File: src/rtl/dcht_pkg.sv
`timescale 1ns / 1ps
// ----------------------------------------------------------------------------
// dcht_pkg
// Shared types and constants of the line container: stored line, cell
// commands, redundancy test words and result status codes.
// ----------------------------------------------------------------------------
package dcht_pkg;

  localparam int MAX_LINES_DEF = 64;

  localparam logic [1:0] ST_OK    = 2'd0;
  localparam logic [1:0] ST_EMPTY = 2'd1;
  localparam logic [1:0] ST_FULL  = 2'd2;

  typedef struct packed {
    logic signed [32:0] slope;
    logic signed [32:0] icpt;
  } line_t;

  typedef enum logic [1:0] {
    OP_HOLD,
    OP_ROT,
    OP_INS,
    OP_DEL
  } cell_op_t;

  typedef struct packed {
    cell_op_t op;
    line_t    line;
  } cell_cmd_t;

  // which test a redundancy word belongs to
  typedef enum logic [1:0] {
    TAG_LEFT,
    TAG_DOM,
    TAG_RIGHT
  } red_tag_t;

  // middle line b is tested between a (lower slope) and c (higher slope)
  typedef struct packed {
    logic     valid;
    red_tag_t tag;
    line_t    a;
    line_t    b;
    line_t    c;
  } red_iss_t;

  typedef struct packed {
    logic     valid;
    red_tag_t tag;
    logic     hit;
  } red_res_t;

endpackage

File: src/rtl/dcht_cell.sv
`timescale 1ns / 1ps
// ----------------------------------------------------------------------------
// dcht_cell
// One table slot. Rotates toward cell 0, opens a gap for an insert or closes
// one for a delete, all under a common command.
// ----------------------------------------------------------------------------
module dcht_cell import dcht_pkg::*; #(
  parameter int IW  = 6,
  parameter int IDX = 0
) (
  input  logic          clk,
  input  cell_cmd_t     cmd,
  input  logic [IW-1:0] idx,
  input  line_t         left_in,
  input  line_t         right_in,
  output line_t         line_o
);

  localparam logic [IW-1:0] ME = IW'(IDX);

  line_t line_r;

  always_ff @(posedge clk) begin
    unique case (cmd.op)
      OP_HOLD: ;
      OP_ROT: line_r <= right_in;
      OP_INS: begin
        if (ME > idx) line_r <= left_in;
        else if (ME == idx) line_r <= cmd.line;
      end
      OP_DEL: begin
        if (ME >= idx) line_r <= right_in;
      end
    endcase
  end

  assign line_o = line_r;

endmodule

File: config.mk
export PLATFORM = sky130hd
export DESIGN_NAME = dcht_cell
export DESIGN_NICKNAME = d
export VERILOG_FILES = /design/src/rtl/dcht_pkg.sv /design/src/rtl/dcht_cell.sv
export SDC_FILE = /design/constraint.sdc
export NUM_CORES = 1
export LEC_CHECK = 0
export BUFFER_PORTS_ARGS = -buffer_cell sky130_fd_sc_hd__buf_2
export CAP_MARGIN = 25
export CORE_AREA = 2 2 106 108
export CTS_CLUSTER_SIZE = 25
export DETAILED_ROUTE_END_ITERATION = 7
export DIE_AREA = 0 0 108 110
export GPL_TIMING_DRIVEN = 1
export PLACE_DENSITY = 0.65
export SETUP_SLACK_MARGIN = 0.05
export SLEW_MARGIN = 0
export SYNTH_ARGS = -nofsm -noshare
export SYNTH_HDL_FRONTEND = slang
export SYNTH_SLANG_ARGS = --single-unit
File: constraint.sdc
create_clock -name clk -period 2.6 [get_ports clk]
set_clock_uncertainty 0.15 [all_clocks]
set_input_delay 0.78 -clock clk [delete_from_list [all_inputs] [get_ports clk]]
set_output_delay 0.78 -clock clk [all_outputs]
set_load 0.01 [all_outputs]
Word-level counts from Yosys, hierarchy flattened
Cells that the tools add are included.
W data, S select, Z words.
Storage, ports and cells
  register bits: 66
  logic and storage cells: 16
  output and inout bits: 66
  input bits: 207
Operators by class
  reductions and logical operators: 3
  eq/ne operators: 5
  multiplexer cells: 4
  order comparisons: 2
Operators by type and width (count)
  $mux W66: 3
  $pmux W66 S3: 1
  $ge A1 B6 Y1 const A: 1
  $gt A1 B6 Y1 const A: 1
  $logic_not A6 Y1: 1
  $eq A2 B2 Y1 const B: 2
  $ne A3 B3 Y1 const B: 1
  $reduce_and A3 Y1: 1
  $reduce_bool A3 Y1: 1
  $eq A2 B1 Y1 const B: 1
  $ne A2 B2 Y1 const B: 1

Depth between registers and ports, before layout
Gate-level depths: netlist (run 1).
  depth in word-level cells: 4
  depth in mapped cells: 4
  mapped depth without buffers: 2

Least setup slack after synthesis (run 1)
OpenSTA, ideal clock, no wires.
  path type: input to register
  start: in idx[0]
  end: reg line_r, in the netlist line_o[0], enable pin
  slack: 0.013 ns
  data required time: 2.051 ns
  arrival: 2.038 ns
  setup time: 0.399 ns
  stages: 2
  cell sequence: nor4_1 a31o_2
On the way
  longest elaborated chain between the ends: 3
  elaborated cells on any way between the ends: 6
  those cells by class: order compare: 2; eq/ne: 2; reduce/logical: 2
RTL lines
  from (decl): line dcht_cell.sv:13  | input logic [IW-1:0] idx,
  $gt A1 B6 Y1, or another cell as far along: line dcht_cell.sv:28  | if (ME > idx) line_r <= left_in;
  $ne A3 B3 Y1 (no line) / $ne A2 B2 Y1 (equally long branches)
  $reduce_and A3 Y1 (no line) (*)
  to (signal assigned): line dcht_cell.sv:28
  to (signal assigned): line dcht_cell.sv:29  | else if (ME == idx) line_r <= cmd.line;
  to (signal assigned): line dcht_cell.sv:32  | if (ME >= idx) line_r <= right_in;
  to (decl): line dcht_cell.sv:21  | line_t line_r;
Mark *: on every way between the ends. The rest lies on a longest branch, timed or not.
A chain may end at the register's enable or synchronous reset.

Worst setup path after layout (run 1)
  start: in idx[0]
  end: reg line_r, in the netlist line_o[61], enable pin
The elaborated chain is that of the path after synthesis.

==> results of run 1 <==
==> cells by family after synthesis <==
group | count (synthesis) | share of synthesized area (%)
mux | 66 | 30.05
flops | 66 | 66.67
buf+inv | 7 | 2.231
simple gates | 4 | 0.7579
compound gates | 1 | 0.2947
==> cell usage in the layout (no fill, tap or decap) <==
| cell type | count |
|---|---|
| buf_2 | 206 |
| edfxtp_1 | 66 |
| mux2_4 | 40 |
| mux2_2 | 26 |
| clkbuf_8 | 9 |
| clkbuf_1 | 3 |
| buf_12 | 3 |
| clkinv_1 | 2 |
| nand2b_4 | 1 |
| nor4_1 | 1 |
| nor2_1 | 1 |
| nor2b_1 | 1 |
| a31o_4 | 1 |
| clkinv_2 | 1 |
| bufinv_16 | 1 |
==> per-stage QoR <==
step	cell area (um2)	std cells
floorplan	2982	144
global placement	4189	486
detailed placement	4189	486
CTS	4367	502
global route	4367	502
finish	4367	502
==> power breakdown <==
part | total (mW) | switching, mW | internal (mW) | leakage, nW
logic | 0.408 | 0.171 | 0.237 | 1.32
registers | 1.29 | 0.0181 | 1.27 | 0.620
clock network | 0.804 | 0.368 | 0.437 | 0.0894
total | 2.50 | 0.557 | 1.94 | 2.03
==> final cells by class <==
class	count	area [um2]	share of cell area, %
tap	140	175.2	4.011
clock inverter	4	42.54	0.9742
timing repair buffer	209	1091	24.99
clock buffer	12	135.1	3.095
multi-input combinational	71	940.9	21.55
sequential	66	1982	45.39
==> per-layer routing <==
metal	routed length (um)	track usage, %	vias up
li1	-	-	993
met1	2520	11.10	971
met2	3240	18.55	137
met3	820	4.997	6
met4	89	5.220	0
met5	0	0	-
==> worst max path at each step <==
| stage | cells after the start | slack [ns] | startpoint | end |
|---|---|---|---|---|
| 2_1_floorplan | 2 | 0.31 | idx[0] | line_o[0] |
| 3_3_place_gp | 4 | 0.33 | idx[0] | line_o[51] |
| 3_5_place_dp | 4 | 0.30 | idx[0] | line_o[45] |
| 4_1_cts | 4 | 0.65 | idx[0] | line_o[44] |
| 5_1_grt | 4 | 0.58 | idx[0] | line_o[45] |
| 6_report | 4 | 0.64 | idx[0] | line_o[61] |
==> impl_metrics.yaml, run 1 <==
outcome:
  status: "complete, no violations"
yosys:
  synth_cell_types: 10
  synth_area_um2: 2973
  async_flop_share_pct: 0
  ys_ff_latch: 66
  syn_nets: 351
  yosys_warnings: 0
  synth_cells: 144
  synth-edff-count: 66
  synth.avg_cell_area_um2: 20.64
  synthTopCellsByArea: "edfxtp_1 67%, mux2_4 20%, mux2_2 9.8%"
  synth_flop_cell: "edfxtp_1"
  yosysTopAreaCell: "edfxtp_1"
  synth_top_area_share_pct: 66.67
  ys_seq_area_share_pct: 66.67
  yosysMostFrequentCell: "edfxtp_1"
  synth_commonest_cells: "66 x edfxtp_1, 40 x mux2_4, 26 x mux2_2, 5 x buf_6, 2 x buf_2"
critical_path:
  endpoint_kind: "flip-flop"
  cp.required_ns: 2.44
  crit_type: "input port to flip-flop"
  cp_max_fo: 66
  crit_arrival_ns: 1.81
  start_kind: "input port"
  cp_slowest_cell: "nor4_1"
  cp_cell_sequence: "buf_2, nor4_1, a31o_4, buf_12"
  crit_buf_inv: 2
  crit_family: "buffers and inverters"
  max_stage_delay_ns: 0.36
power:
  total_power_mw: 2.501
  peakVddDrop_v: 0.0002422
  p_leak_nw: 2.032
  power_density_nw_per_um2: 572.8
die:
  core_area_um2: 10700
  initial_utilization_pct: 27.79
  ios: 273
  std_cell_rows: 38
  die_area_um2: 11880
  die_width_um: 108
  die_y_um: 110
route:
  drt_iter0_markers: 75
  ant_nets: 0
  drc: 0
  drt_pass1_iterations: 3
  vias: 2107
  routed_wl_um: 6670
  viasPerCell: 4.197
  wl_per_cell_um: 13.29
global_routing:
  grt_use_total_pct: 10.76
  grt_pass1_vias: 2035
  grt_max_degree: 67
  grt_pass1_wl_um: 9363
  antenna_found_initial: 0
  grt-ovfl-total: 0
clock_network:
  cts_setup_buffers: 0
  cts-buffers-inserted: 9
  cts_tree: "done"
  cts_root_buf: "clkbuf_8"
  cts_hold_buf: 0
  ctsHtreeMaxLevel: 3
  numClockSinks: 66
  clkTransAtPathRegs_ns: 0.07
  cts_resized: 0
  clock_path_buffers: 2
sta:
  hold_slack_ns: 0.5913
  worstMarginPinSlew_ns: 0.3490
  rsz0062_at_grt: "no"
  maxSlewViolCount: 0
  hold_viol: 0
  timing.final.crit_share_pct: 75.54
  finalWorstSetupSlack_ns: 0.6360
  setup_viol: 0
  tns_ns: 0
  fmax_mhz: 509.2
  relSlewSlack_pct: 76.52
  fin_crit_ns: 1.964
placement:
  place_congestion: 0.6774
  place_ws_ns: 0.3015
  numPortBuffers: 206
  post-dp-hpwl_um: 5075
finish:
  drive_gt1_share_pct: 79.56
  syn2layout_area_growth_pct: 46.89
  diodes: 0
  largest_reg_flops: 66
  final_util_pct: 40.82
  fillCellCount: 997
  nNetsFinal: 564
hold_path:
  min_from: "right_in[30]"
  hold_path_class: "input port to flip-flop"
  min_to: "line_o[30]"
  holdPathStages: 2
job:
  drv_cap: 0
Note: power is estimated with default switching activity, not from simulation.
==> run 2: changes to the inputs <==
==> constraint.sdc (replaced) <==
create_clock -name clk -period 1.6 [get_ports clk]
set_clock_uncertainty 0.15 [all_clocks]
set_input_delay 0.48 -clock clk [delete_from_list [all_inputs] [get_ports clk]]
set_output_delay 0.48 -clock clk [all_outputs]
set_load 0.01 [all_outputs]
==> impl_metrics.yaml, run 2 (synthesis gave the netlist of run 1 again) <==
clock_network:
  clkTransAtPathRegs_ns: 0.07
  cts_root_buf: "clkbuf_8"
  cts_hold_buf: 0
  cts-buffers-inserted: 9
  numClockSinks: 66
  cts_tree: "done"
  cts_setup_buffers: 0
  clock_path_buffers: 2
  ctsHtreeMaxLevel: 3
  cts_resized: 0
die:
  die_area_um2: 11880
  die_y_um: 110
  die_width_um: 108
  ios: 273
  core_area_um2: 10700
  initial_utilization_pct: 27.79
  std_cell_rows: 38
sta:
  hold_viol: 0
  rsz0062_at_grt: "yes"
  maxSlewViolCount: 0
  worstMarginPinSlew_ns: 0.2586
  finalWorstSetupSlack_ns: 0.09084
  relSlewSlack_pct: 82.63
  timing.final.crit_share_pct: 94.32
  fin_crit_ns: 1.509
  fmax_mhz: 662.6
  setup_viol: 0
finish:
  register_area_um2: 1982
  nNetsFinal: 568
  fillCellCount: 1035
  final_cell_mix: "206 x buf_2, 66 x edfxtp_1, 40 x mux2_4"
  syn2layout_area_growth_pct: 48.82
  multiInputGateArea_um2: 955.9
  mostFrequentLayoutCell: "buf_2"
  diodes: 0
  final_cells: 506
  largest_reg_flops: 66
  drive_gt1_share_pct: 80.05
critical_path:
  crit_buf_inv: 1
  cp.depth: 1
  start_kind: "flip-flop"
  crit_end: "line_o[30]"
  endpoint_kind: "output pin"
  cp.required_ns: 0.97
  critPathLaunch: "line_o[30]"
  crit_family: "flip-flops"
  cp_slowest_cell: "edfxtp_1"
  cp_cell_sequence: "buf_2"
  cp_max_fo: 1
  crit_type: "flip-flop to output pin"
  max_stage_delay_ns: 0.39
  crit_arrival_ns: 0.88
route:
  routed_wl_um: 6823
  drt_iter0_markers: 26
  wl_per_cell_um: 13.48
  viasPerCell: 4.079
  vias: 2064
  drc: 0
  ant_nets: 0
  drt_pass1_iterations: 4
global_routing:
  grt_use_total_pct: 11.23
  grt_max_degree: 35
  antenna_found_initial: 0
  grt-ovfl-total: 0
  grt_pass1_wl_um: 9756
  grt_pass1_vias: 2106
placement:
  numPortBuffers: 206
  dp.cells: 490
  post-dp-hpwl_um: 5501
  place_ws_ns: -0.2734
  place_congestion: 0.6991
job:
  drv_cap: 0
power:
  p_leak_nw: 2.057
  power_density_nw_per_um2: 920.3
  peakVddDrop_v: 0.0003882
hold_path:
  hold_path_class: "input port to flip-flop"
  min_from: "right_in[25]"
outcome:
  status: "complete, no violations"
[run 2: cell types whose count changed in the layout (fill, tap and decap cells not counted), sizes merged]
cell,previous run,this run
buf,209,213
[run 2: stage by stage]
step | setup TNS [ns] | utilization [%] | power, mW | hold slack (ns) | area [um2]
after detailed placement | -24.18 | 39.70 | 2.830 | 0.6336 | 4247
after CTS | 0 | 41.36 | 4.161 | 0.2597 | 4424
after floorplan | -19.91 | - | 2.480 | 0.5475 | 3023
after global routing | 0 | 41.36 | 4.272 | 0.2671 | 4424
after global placement | -21.33 | 39.70 | 2.810 | 0.6307 | 4247
final | 0 | 41.36 | 4.072 | 0.2891 | 4424
[run 2: final cells by class]
cell class                 count  area share (%)
clock buffer                  12           3.054
clock inverter                 4          0.9615
multi-input combinational     71           21.61
sequential                    66           44.80
tap                          140           3.959
timing repair buffer         213           25.62
[run 2: per-layer routing]
layer / vias up / track usage [%] / share of wire (%)
met2: 129 / 19.05 / 50
met3: 10 / 4.527 / 12
li1: 1001 / - / -
met4: 0 / 7.143 / 2.1
met1: 924 / 11.59 / 36
met5: - / 0 / 0
[run 2: how the worst min path moves through the flow]
| stage | end | slack [ns] | depth (start not counted) |
|---|---|---|---|
| floorplan | line_o[23] | 0.55 | 1 |
| global placement | line_o[16] | 0.63 | 2 |
| detailed placement | line_o[25] | 0.63 | 2 |
| CTS | line_o[25] | 0.26 | 2 |
| global route | line_o[57] | 0.27 | 2 |
| finish | line_o[25] | 0.29 | 2 |
[run 2: power breakdown]
| part | switching (mW) | total [mW] | leakage [nW] | internal, mW |
|---|---|---|---|---|
| Sequential | 0.0295 | 2.09 | 0.620 | 2.07 |
| Combinational | 0.284 | 0.680 | 1.35 | 0.396 |
| Clock | 0.588 | 1.30 | 0.0894 | 0.709 |
| Total | 0.901 | 4.07 | 2.06 | 3.17 |
==> run 3: changes to the inputs <==
--- a/config.mk
+++ b/config.mk
@@ -5,6 +5,7 @@
 export SDC_FILE = /design/constraint.sdc
 export NUM_CORES = 1
 export LEC_CHECK = 0
+export ABC_CLOCK_PERIOD_IN_PS = 1600
 export BUFFER_PORTS_ARGS = -buffer_cell sky130_fd_sc_hd__buf_2
 export CAP_MARGIN = 25
 export CORE_AREA = 2 2 106 108
@@ -12,7 +13,7 @@
 export DETAILED_ROUTE_END_ITERATION = 7
 export DIE_AREA = 0 0 108 110
 export GPL_TIMING_DRIVEN = 1
-export PLACE_DENSITY = 0.65
+export PLACE_DENSITY_LB_ADDON = 0.05
 export SETUP_SLACK_MARGIN = 0.05
 export SLEW_MARGIN = 0
 export SYNTH_ARGS = -nofsm -noshare
==> impl_metrics.yaml, run 3 (synthesis gave the netlist of run 1 again) <==
clock_network:
  ctsHtreeMaxLevel: 3
  numClockSinks: 66
  cts_tree: "done"
  clkTransAtPathRegs_ns: 0.08
  cts_setup_buffers: 0
  cts_root_buf: "clkbuf_8"
  cts-buffers-inserted: 9
  cts_resized: 0
  cts_hold_buf: 0
  clock_path_buffers: 2
route:
  drt_pass1_iterations: 4
  wl_per_cell_um: 14.82
  viasPerCell: 4.110
  routed_wl_um: 7543
  drc: 0
  ant_nets: 0
  drt_iter0_markers: 36
  vias: 2092
critical_path:
  crit_arrival_ns: 1.40
  start_kind: "input port"
  crit_buf_inv: 2
  cp_max_fo: 24
  cp_slowest_cell: "nor4_4"
  cp_cell_sequence: "buf_2, nor4_4, a31o_4, buf_12"
  cp.required_ns: 1.49
  endpoint_kind: "flip-flop"
  crit_type: "input port to flip-flop"
  crit_family: "simple AND/OR/NAND/NOR gates"
  max_stage_delay_ns: 0.33
  critPathLaunch: "idx[0]"
job:
  drv_cap: 0
die:
  initial_utilization_pct: 27.79
  die_area_um2: 11880
  ios: 273
  die_y_um: 110
  die_width_um: 108
  std_cell_rows: 38
  core_area_um2: 10700
sta:
  rsz0062_at_grt: "no"
  maxSlewViolCount: 0
  worstMarginPinSlew_ns: 0.2722
  timing.final.crit_share_pct: 94.37
  fmax_mhz: 662.3
  tns_ns: 0
  setup_viol: 0
  hold_viol: 0
  hold_slack_ns: 0.2840
  relSlewSlack_pct: 81.72
  fin_crit_ns: 1.510
power:
  p_leak_nw: 2.086
  peakVddDrop_v: 0.0003416
  power_density_nw_per_um2: 918.4
  total_power_mw: 4.112
placement:
  place_congestion: 0.6845
  numPortBuffers: 206
  post-dp-hpwl_um: 5985
finish:
  drive_gt1_share_pct: 80.76
  final_cell_mix: "206 x buf_2, 66 x edfxtp_1, 40 x mux2_4"
  largest_reg_flops: 66
  nNetsFinal: 572
  fillCellCount: 1033
  diodes: 0
  final_util_pct: 41.85
  mostFrequentLayoutCell: "buf_2"
  syn2layout_area_growth_pct: 50.59
  multiInputGateArea_um2: 955.9
  register_area_um2: 1982
global_routing:
  grt_pass1_wl_um: 10180
  grt-ovfl-total: 0
  grt_max_degree: 25
  grt_pass1_vias: 2063
  grt_use_total_pct: 11.81
  antenna_found_initial: 0
hold_path:
  hold_path_class: "input port to flip-flop"
  min_from: "cmd[53]"
outcome:
  status: "complete, no violations"
-- run 3: layout make-up --
cell class	instances	area share [%]
Clock buffer	11	2.935
Clock inverter	4	0.9782
Multi-Input combinational cell	71	21.35
Sequential cell	66	44.27
Tap cell	140	3.913
Timing Repair Buffer	217	26.55
-- run 3: routing by layer --
metal | GRT usage (%) | wire length [um]
met4 | 6.868 | 194
met3 | 3.939 | 726
met2 | 20.53 | 3759
met1 | 12.56 | 2862
met5 | 0 | 0
-- run 3: where the power goes --
part           switching, mW  internal, mW
logic                  0.290         0.409
clock network          0.618         0.703
registers             0.0282          2.06
-- run 3: final timing paths --
path / end / slack, ns / depth (start not counted)
min: line_o[53] / 0.28 / 2
max: line_o[55] / 0.09 / 4
-- run 3: stage by stage --
stage / instances / setup slack, ns / instance area (um2)
2_1_floorplan: 144 / -0.3016 / 3023
3_3_place_gp: 494 / -0.2361 / 4302
3_5_place_dp: 494 / -0.2375 / 4302
4_1_cts: 509 / 0.06445 / 4477
5_1_grt: 509 / 0.05481 / 4477
6_report: 509 / 0.09013 / 4477
